File: src/rtl/core/sci_pkg.sv
// Shared constants and types for the state-of-charge curve interpolator.
package sci_pkg;

  localparam int MAX_POINTS = 16;
  localparam int MIN_POINTS = 2;
  localparam int IDX_W      = $clog2(MAX_POINTS);
  localparam int CNT_W      = $clog2(MAX_POINTS + 1);
  localparam int VOLT_W     = 13;
  localparam int SOC_W      = 8;
  localparam int CELLV_W    = 16;
  localparam int PCT_W      = 7;
  localparam int PROD_W     = VOLT_W + PCT_W;

  localparam logic [VOLT_W-1:0] VOLT_MIN = VOLT_W'(2000);
  localparam logic [VOLT_W-1:0] VOLT_MAX = VOLT_W'(5000);
  localparam logic signed [SOC_W-1:0] SOC_MAX = SOC_W'(100);

  localparam logic KIND_WRITE  = 1'b0;
  localparam logic KIND_LOOKUP = 1'b1;

  // Lookup record that walks the cell row, one cell per cycle.
  typedef struct packed {
    logic                     active;
    logic                     ok;
    logic                     found;
    logic                     direct;
    logic [VOLT_W-1:0]        prev_v;
    logic signed [SOC_W-1:0]  prev_s;
    logic signed [SOC_W-1:0]  s0;
    logic [VOLT_W-1:0]        dx;
    logic [VOLT_W-1:0]        dv;
    logic [SOC_W-1:0]         ds;
  } wave_t;

endpackage

File: src/rtl/core/sci_cell.sv
// One curve point cell: stores a point, checks it and tests the lookup voltage.
module sci_cell (
  input  logic                               clk_i,
  input  logic                               rst_ni,
  input  logic [sci_pkg::IDX_W-1:0]          idx_i,
  input  logic [sci_pkg::CNT_W-1:0]          count_i,
  input  logic [sci_pkg::CELLV_W-1:0]        cell_v_i,
  input  logic                               wr_en_i,
  input  logic [sci_pkg::VOLT_W-1:0]         wr_v_i,
  input  logic signed [sci_pkg::SOC_W-1:0]   wr_s_i,
  input  sci_pkg::wave_t                     wave_i,
  output sci_pkg::wave_t                     wave_o
);
  import sci_pkg::*;

  logic [VOLT_W-1:0]       v_q;
  logic signed [SOC_W-1:0] s_q;
  wave_t                   wave_d, wave_q;
  logic                    first, in_use, range_ok, order_ok;

  always_ff @(posedge clk_i or negedge rst_ni) begin
    if (!rst_ni) begin
      v_q <= '0;
      s_q <= '0;
    end else if (wr_en_i) begin
      v_q <= wr_v_i;
      s_q <= wr_s_i;
    end
  end

  assign first    = (idx_i == '0);
  assign in_use   = ({1'b0, idx_i} < count_i);
  assign range_ok = (v_q >= VOLT_MIN) && (v_q <= VOLT_MAX) && !s_q[SOC_W-1] && (s_q <= SOC_MAX);
  assign order_ok = first || ((v_q > wave_i.prev_v) && (s_q >= wave_i.prev_s));

  always_comb begin
    wave_d = wave_i;
    if (wave_i.active && in_use) begin
      wave_d.ok = wave_i.ok & range_ok & order_ok;
      if (!wave_i.found && (cell_v_i <= {{(CELLV_W-VOLT_W){1'b0}}, v_q})) begin
        wave_d.found  = 1'b1;
        wave_d.direct = first;
        wave_d.s0     = first ? s_q : wave_i.prev_s;
        wave_d.dx     = cell_v_i[VOLT_W-1:0] - wave_i.prev_v;
        wave_d.dv     = v_q - wave_i.prev_v;
        wave_d.ds     = s_q - wave_i.prev_s;
      end
      wave_d.prev_v = v_q;
      wave_d.prev_s = s_q;
    end
  end

  always_ff @(posedge clk_i or negedge rst_ni) begin
    if (!rst_ni) begin
      wave_q <= '0;
    end else begin
      wave_q <= wave_d;
    end
  end

  assign wave_o = wave_q;

endmodule

File: src/rtl/core/sci_div.sv
// Restoring divider, one quotient bit per cycle.
module sci_div (
  input  logic                         clk_i,
  input  logic                         rst_ni,
  input  logic                         start_i,
  input  logic [sci_pkg::PROD_W-1:0]   dividend_i,
  input  logic [sci_pkg::VOLT_W-1:0]   divisor_i,
  output logic                         done_o,
  output logic [sci_pkg::PCT_W-1:0]    quotient_o
);
  import sci_pkg::*;

  localparam int STEP_W = $clog2(PROD_W);

  logic                busy_q, done_q;
  logic [STEP_W-1:0]   step_q;
  logic [PROD_W-1:0]   quo_q;
  logic [VOLT_W-1:0]   rem_q, dvs_q;
  logic [VOLT_W:0]     trial;
  logic                fits;

  assign trial = {rem_q, quo_q[PROD_W-1]};
  assign fits  = (trial >= {1'b0, dvs_q});

  always_ff @(posedge clk_i or negedge rst_ni) begin
    if (!rst_ni) begin
      busy_q <= 1'b0;
      done_q <= 1'b0;
      step_q <= '0;
    end else if (start_i) begin
      busy_q <= 1'b1;
      done_q <= 1'b0;
      step_q <= '0;
    end else if (busy_q) begin
      step_q <= step_q + 1'b1;
      if (step_q == STEP_W'(PROD_W - 1)) begin
        busy_q <= 1'b0;
        done_q <= 1'b1;
      end else begin
        done_q <= 1'b0;
      end
    end else begin
      done_q <= 1'b0;
    end
  end

  always_ff @(posedge clk_i) begin
    if (start_i) begin
      quo_q <= dividend_i;
      rem_q <= '0;
      dvs_q <= divisor_i;
    end else if (busy_q) begin
      rem_q <= fits ? VOLT_W'(trial - {1'b0, dvs_q}) : trial[VOLT_W-1:0];
      quo_q <= {quo_q[PROD_W-2:0], fits};
    end
  end

  assign done_o     = done_q;
  assign quotient_o = quo_q[PCT_W-1:0];

endmodule

File: src/rtl/core/soc_curve_interpolator.sv
// Top level: state-of-charge curve interpolator built as a row of point cells.
// A point write gives no result. A lookup gives its result after the 16-cell walk on an
//   invalid curve or a clamped voltage, and after the walk, a multiply and a 20-step divide
//   when it interpolates.
// Throughput: one lookup at a time; busy stays high until the result cycle, so the next
//   transaction waits for the lookup's result; point writes go every cycle while idle.
// The receiver cannot stall: done_o marks a one-cycle result.
// Reset (rst_ni low, async): curve points and point_count clear to zero, block idle.
module soc_curve_interpolator (
  input  logic                               clk_i,
  input  logic                               rst_ni,
  input  logic                               start,
  output logic                               busy,
  input  logic                               kind_i,
  input  logic [sci_pkg::IDX_W-1:0]          point_index_i,
  input  logic [sci_pkg::VOLT_W-1:0]         point_voltage_mv_i,
  input  logic signed [sci_pkg::SOC_W-1:0]   point_soc_i,
  input  logic [sci_pkg::CELLV_W-1:0]        cell_voltage_mv_i,
  input  logic                               point_count_we_i,
  input  logic [sci_pkg::CNT_W-1:0]          point_count_i,
  output logic                               done_o,
  output logic [sci_pkg::PCT_W-1:0]          soc_percent_o,
  output logic                               curve_valid_o
);
  import sci_pkg::*;

  localparam logic [1:0] S_IDLE = 2'd0;
  localparam logic [1:0] S_WALK = 2'd1;
  localparam logic [1:0] S_MUL  = 2'd2;
  localparam logic [1:0] S_DIV  = 2'd3;

  logic [1:0]          state_q, state_d;
  logic [CNT_W-1:0]    count_q;
  logic [CELLV_W-1:0]  cell_v_q;
  wave_t               chain [MAX_POINTS+1];
  wave_t               inject;
  wave_t               seg_q;
  logic                accept, wr_accept, lk_accept, count_ok;
  logic                launch_q;
  logic [PROD_W-1:0]   prod_q;
  logic                div_start, div_done;
  logic [PCT_W-1:0]    quotient;
  logic                done_q, valid_q;
  logic [PCT_W-1:0]    pct_q;

  assign busy      = (state_q != S_IDLE);
  assign accept    = start && !busy;
  assign wr_accept = accept && (kind_i == KIND_WRITE);
  assign lk_accept = accept && (kind_i == KIND_LOOKUP);
  assign count_ok  = (count_q >= CNT_W'(MIN_POINTS)) && (count_q <= CNT_W'(MAX_POINTS));

  // point_count register, to be written only while idle; the block itself does not enforce this
  always_ff @(posedge clk_i or negedge rst_ni) begin
    if (!rst_ni) begin
      count_q <= '0;
    end else if (point_count_we_i) begin
      count_q <= point_count_i;
    end
  end

  always_ff @(posedge clk_i) begin
    if (lk_accept) begin
      cell_v_q <= cell_voltage_mv_i;
    end
  end

  // Lookup record enters cell 0 on the cycle after the lookup is taken,
  // so cells compare against the latched cell voltage.
  always_ff @(posedge clk_i or negedge rst_ni) begin
    if (!rst_ni) begin
      launch_q <= 1'b0;
    end else begin
      launch_q <= lk_accept;
    end
  end

  always_comb begin
    inject        = '0;
    inject.active = launch_q;
    inject.ok     = count_ok;
  end

  assign chain[0] = inject;

  for (genvar g = 0; g < MAX_POINTS; g++) begin : g_cell
    sci_cell u_cell (
      .clk_i    (clk_i),
      .rst_ni   (rst_ni),
      .idx_i    (IDX_W'(g)),
      .count_i  (count_q),
      .cell_v_i (cell_v_q),
      .wr_en_i  (wr_accept && (point_index_i == IDX_W'(g))),
      .wr_v_i   (point_voltage_mv_i),
      .wr_s_i   (point_soc_i),
      .wave_i   (chain[g]),
      .wave_o   (chain[g+1])
    );
  end

  // Sequencer: walk, then optional multiply and divide for interpolation.
  always_comb begin
    state_d = state_q;
    unique case (state_q)
      S_IDLE: if (lk_accept) state_d = S_WALK;
      S_WALK: begin
        if (chain[MAX_POINTS].active) begin
          if (chain[MAX_POINTS].ok && chain[MAX_POINTS].found && !chain[MAX_POINTS].direct) begin
            state_d = S_MUL;
          end else begin
            state_d = S_IDLE;
          end
        end
      end
      S_MUL:  state_d = S_DIV;
      S_DIV:  if (div_done) state_d = S_IDLE;
      default: state_d = S_IDLE;
    endcase
  end

  always_ff @(posedge clk_i or negedge rst_ni) begin
    if (!rst_ni) begin
      state_q <= S_IDLE;
    end else begin
      state_q <= state_d;
    end
  end

  always_ff @(posedge clk_i) begin
    if (state_q == S_WALK && chain[MAX_POINTS].active) begin
      seg_q <= chain[MAX_POINTS];
    end
    if (state_q == S_MUL) begin
      // (cell - v0) * (s1 - s0); both factors are non-negative on a valid curve
      prod_q <= PROD_W'(seg_q.dx * seg_q.ds[PCT_W-1:0]);
    end
  end

  assign div_start = (state_q == S_MUL);

  sci_div u_div (
    .clk_i      (clk_i),
    .rst_ni     (rst_ni),
    .start_i    (div_start),
    .dividend_i ((state_q == S_MUL) ? PROD_W'(seg_q.dx * seg_q.ds[PCT_W-1:0]) : prod_q),
    .divisor_i  (seg_q.dv),
    .done_o     (div_done),
    .quotient_o (quotient)
  );

  // Result register: one-cycle strobe per lookup.
  always_ff @(posedge clk_i or negedge rst_ni) begin
    if (!rst_ni) begin
      done_q  <= 1'b0;
      valid_q <= 1'b0;
      pct_q   <= '0;
    end else if (state_q == S_WALK && chain[MAX_POINTS].active) begin
      if (!chain[MAX_POINTS].ok) begin
        done_q  <= 1'b1;
        valid_q <= 1'b0;
        pct_q   <= '0;
      end else if (!chain[MAX_POINTS].found) begin
        // above the last point: clamp to its charge
        done_q  <= 1'b1;
        valid_q <= 1'b1;
        pct_q   <= chain[MAX_POINTS].prev_s[PCT_W-1:0];
      end else if (chain[MAX_POINTS].direct) begin
        // at or below the first point
        done_q  <= 1'b1;
        valid_q <= 1'b1;
        pct_q   <= chain[MAX_POINTS].s0[PCT_W-1:0];
      end else begin
        done_q  <= 1'b0;
      end
    end else if (state_q == S_DIV && div_done) begin
      done_q  <= 1'b1;
      valid_q <= 1'b1;
      pct_q   <= seg_q.s0[PCT_W-1:0] + quotient;
    end else begin
      done_q  <= 1'b0;
    end
  end

  assign done_o        = done_q;
  assign soc_percent_o = pct_q;
  assign curve_valid_o = valid_q;

`ifndef SYNTHESIS
  a_invalid_zero: assert property (@(posedge clk_i) disable iff (!rst_ni)
    done_o && !curve_valid_o |-> soc_percent_o == '0)
    else $error("invalid curve result is not zero");

  a_pct_range: assert property (@(posedge clk_i) disable iff (!rst_ni)
    done_o && curve_valid_o |-> soc_percent_o <= PCT_W'(100))
    else $error("charge above 100 percent");

  a_lookup_busy: assert property (@(posedge clk_i) disable iff (!rst_ni)
    lk_accept |=> busy)
    else $error("lookup accepted without going busy");

  a_write_silent: assert property (@(posedge clk_i) disable iff (!rst_ni)
    wr_accept |=> !done_o)
    else $error("point write produced a result");

  a_walk_only: assert property (@(posedge clk_i) disable iff (!rst_ni)
    chain[MAX_POINTS].active |-> state_q == S_WALK)
    else $error("lookup record left the row outside the walk");
`endif

endmodule
File: config.mk
export PLATFORM = sky130hd
export DESIGN_NAME = soc_curve_interpolator
export DESIGN_NICKNAME = d
export VERILOG_FILES = /design/src/rtl/core/sci_pkg.sv /design/src/rtl/core/sci_cell.sv /design/src/rtl/core/sci_div.sv /design/src/rtl/core/soc_curve_interpolator.sv
export SDC_FILE = /design/constraint.sdc
export NUM_CORES = 2
export LEC_CHECK = 0
export ABC_AREA = 0
export BUFFER_PORTS_ARGS = -buffer_cell sky130_fd_sc_hd__buf_2
export CORE_MARGIN = 10
export CORE_UTILIZATION = 60
export CTS_BUF_LIST = sky130_fd_sc_hd__clkbuf_8 sky130_fd_sc_hd__clkbuf_16
export CTS_CLUSTER_DIAMETER = 100
export DETAILED_ROUTE_END_ITERATION = 8
export HOLD_SLACK_MARGIN = 0.06
export PLACE_DENSITY = 0.84
export SETUP_SLACK_MARGIN = 0.15
export SYNTH_ARGS = -nofsm -noshare
export SYNTH_HDL_FRONTEND = slang
export SYNTH_HIERARCHICAL = 1
export SYNTH_SLANG_ARGS = --single-unit
File: constraint.sdc
create_clock -name clk_i -period 7.17 [get_ports clk_i]
set_input_delay 0.3585 -clock clk_i [delete_from_list [all_inputs] [get_ports clk_i]]
set_output_delay 0.3585 -clock clk_i [all_outputs]
set_load 0.02 [all_outputs]
==> results <==
- The floorplan step set the die height to 418 um.
- The setup clock skew after layout is 0.0389 ns.
- The number of warnings issued by yosys is 6.
- The initial antenna violation count is 18.
- The flow ran to the end, and the final reports show no timing, DRC or antenna violations.
- The via count is roughly 75k.
- The setup check on the worst reg-to-reg path leaves a slack of about 1.7 ns.
- Excluding fillers, the count of instances in the completed layout stands at 12.0k.
- After routing, the total negative slack on setup checks comes to 0 ns.
- The maximum fanout encountered on the critical timing path is 13.
- The worst register-to-register path begins at seg_q[1].
- The cell at the root of the clock tree is clkbuf_16.
- The shortest clock period the worst path allows after layout is 5.45 ns.
- TritonCTS built the clock tree.
- The maximum number of pins on one net before global-route repair is between 150 and 200.
- In the final routed layout, each cell accounts on average for 23.3 um.
- The maximum clock frequency is between 150 and 200 MHz.
- The required time at the endpoint of the critical path is 7.71 ns.
- The x dimension of the die is 418 um.
- Counting every sink on the clock net gives 1,508.
- The area overhead of the layout relative to synthesis is 8.68%.
- The count of routing violations after the opening detailed-route iteration is between 8k and 9k.
- The count of final hold-check violations is 0.
- The number of instances in the synthesized netlist is 9,561.
- The placeable core region is 158,000 um^2.
- The average via count per standard cell is 6.30.
- The final worst-path setup slack is 1.72 ns.
- The number of buffers created by CTS is ~160.
- The most critical setup path has its startpoint at seg_q[1].
- The number of gates given a new drive strength after cts is 0.
- The count of cells along the worst register-to-register path is 16.
- The final-report max-slew violation count is 0.
- The estimated wirelength of the detail-placed design is just under 200 mm.
- The count of pins on the block boundary is 61.
- The number of placed instances, taps included, is 11.6k.
- STA classifies the critical path endpoint as a register.
- The floorplan has between 100 and 150 rows.
- Global routing finished with a remaining overflow of 0.
- The post-synthesis average cell area is around 10 um^2.
- The later-pin clock latency in the skew report is 0.83 ns.
- The die covers 175,000 um^2.
- The synthesized area is 95,200 um^2.
- No sink is reached through more buffers than the 3 on the longest clock path.
- Once placement finished, the instance area stood at 97,700 um^2.
- For this run, the detailed router's first-pass iteration total came to 6.
- The min-delay analysis places its worst path in the category in -> reg.
- The power density of the placed cells is 361 nW/um^2.
- The worst register-to-register path ends at u_div/quo_q[17].
- The H-tree level count is 4.
- Of the cells placed in the final design, the portion with a size suffix greater than 1 is between 10 and 15%.
- Setup repair after global routing left no endpoint under its margin.
- The count of nets left with antenna violations once routing finished came out at 0.
- Wires add up to 278 mm.
- The peak ir drop on the vdd network is 0.309 mV.
- The completed layout was analyzed and its total power is 37.4 mW.
- The final standard cell area without fillers is a little over 100,000 um^2.
- At the pin with the least slew margin, the transition time is 1.41 ns.
- The final core utilization is 65.5%.
- The share of the cycle needed by the critical path after routing is 76.0%.
- The count of buffers added on input and output ports is 60.
- STA puts the critical path data arrival time at 5.99 ns.
- The classification of the worst setup path is reg -> reg.
- At the end of routability-driven placement, the weighted congestion stood at 0.976.
- After the last flow step, the layout net total stands at 10.8k.
- The startpoint of the lowest-slack hold path is point_soc_i[0].
- Setup violations remaining at the end of the flow were counted as 0.
- The tightest hold path in the finished design has a slack of 0.140 ns.
- The via count of the first global-routing pass is 73.9k.
- After clock tree synthesis, the clock-pin slew on the worst setup and hold paths is about 0.060 ns.
- For this design the static power due to leakage is 46.7 nW.
- Timing analysis after detailed placement gives a worst setup slack of 1.76 ns.
- In the routed design, unresolved DRC markers number 0.
- The startpoint type of the worst setup path is a register.
- The number of max-capacitance violations reported is 0.
- The critical path ends at u_div/quo_q[17].
- In this run the tightest slew margin relative to its limit is 5.61%.
- The initial cell density of the core is 60.2%.
- Across every metal layer, demand over resource in global routing totals between 30% and 40%.
- The wire length of the first global-routing pass is 427 mm.
- The post-CTS setup-driven buffer insertion count is 0.
[critical path, stage by stage, from the launching register on]
cell and delay, ns:
edfxtp_1 0.57, and2_1 0.24, fa_1 0.54, inv_1 0.06
fa_1 0.54, inv_1 0.05, fa_1 0.47, inv_1 0.05
fa_1 0.48, inv_1 0.04, ha_1 0.35, and2_4 0.19
a311o_2 0.37, a221o_1 0.38, a21o_1 0.24, a311o_1 0.35
mux2_2 0.28
[repair_timing]
action | 4_1_cts | 5_1_grt
hold buffers | 29 | 0
hold endpoints to repair | 142 | 0
setup endpoints to repair | 0 | 0
[cell type report]
cell class                 count  area [um^2]
multi-input combinational   6973        52400
fill                       11800        54600
timing repair buffer         180         1410
inverter                     940         3530
antenna                        4         10.0
clock buffer                 197         4560
sequential                  1508        38000
tap                         2072         2590
clock inverter                91          895
[layer usage]
layer  part of all wire [%]  track usage [%]
met1                     39             39.8
met2                     44             48.4
met3                    9.4             6.46
met4                    7.6             19.3
met5                 0.0086                0
[worst min-delay path by stage]
stage	cells past startpoint	endpoint	slack, ns
3_5_place_dp	0	g_cell[5].u_cell/wave_o[66]	0.36
4_1_cts	3	g_cell[4].u_cell/s_q[0]	0.07
6_report	3	g_cell[6].u_cell/s_q[0]	0.14
3_3_place_gp	0	g_cell[7].u_cell/wave_o[66]	0.36
5_1_grt	3	g_cell[4].u_cell/s_q[0]	0.1
2_1_floorplan	0	async pin	0.06
[layout by cell type, fill, tap and decap left out, drive strengths merged, types with 151 or more instances in the layout]
master  count
nor2      396
ha        842
inv       987
buf       151
xnor2     207
o21ai     974
mux2      736
nand2     898
o21a      189
dfrtp    1386
conb      199
clkbuf    197
a21oi     393
[where the power goes]
group | switching [mW] | internal (mW)
sequential | 1.29 | 10.2
combinational | 10.2 | 7.05
clock | 3.58 | 5.01
[sequential cells by signal, indices dropped and copies added (netlist names), named ones only]
signal                flops
u_div/rem_q              13
launch_q                  1
g_cell.u_cell/wave_o   1026
seg_q                    40
count_q                   5
g_cell.u_cell/v_q       208
state_q                   1
u_div/quo_q              20
u_div/step_q              5
u_div/done_o              1
curve_valid_o             1
prod_q                   20
u_div/dvs_q              13
done_o                    1
soc_percent_o             7
g_cell.u_cell/s_q       128
u_div/busy_q              1
cell_v_q                 16
No activity file was read; power rests on OpenSTA's default activity.
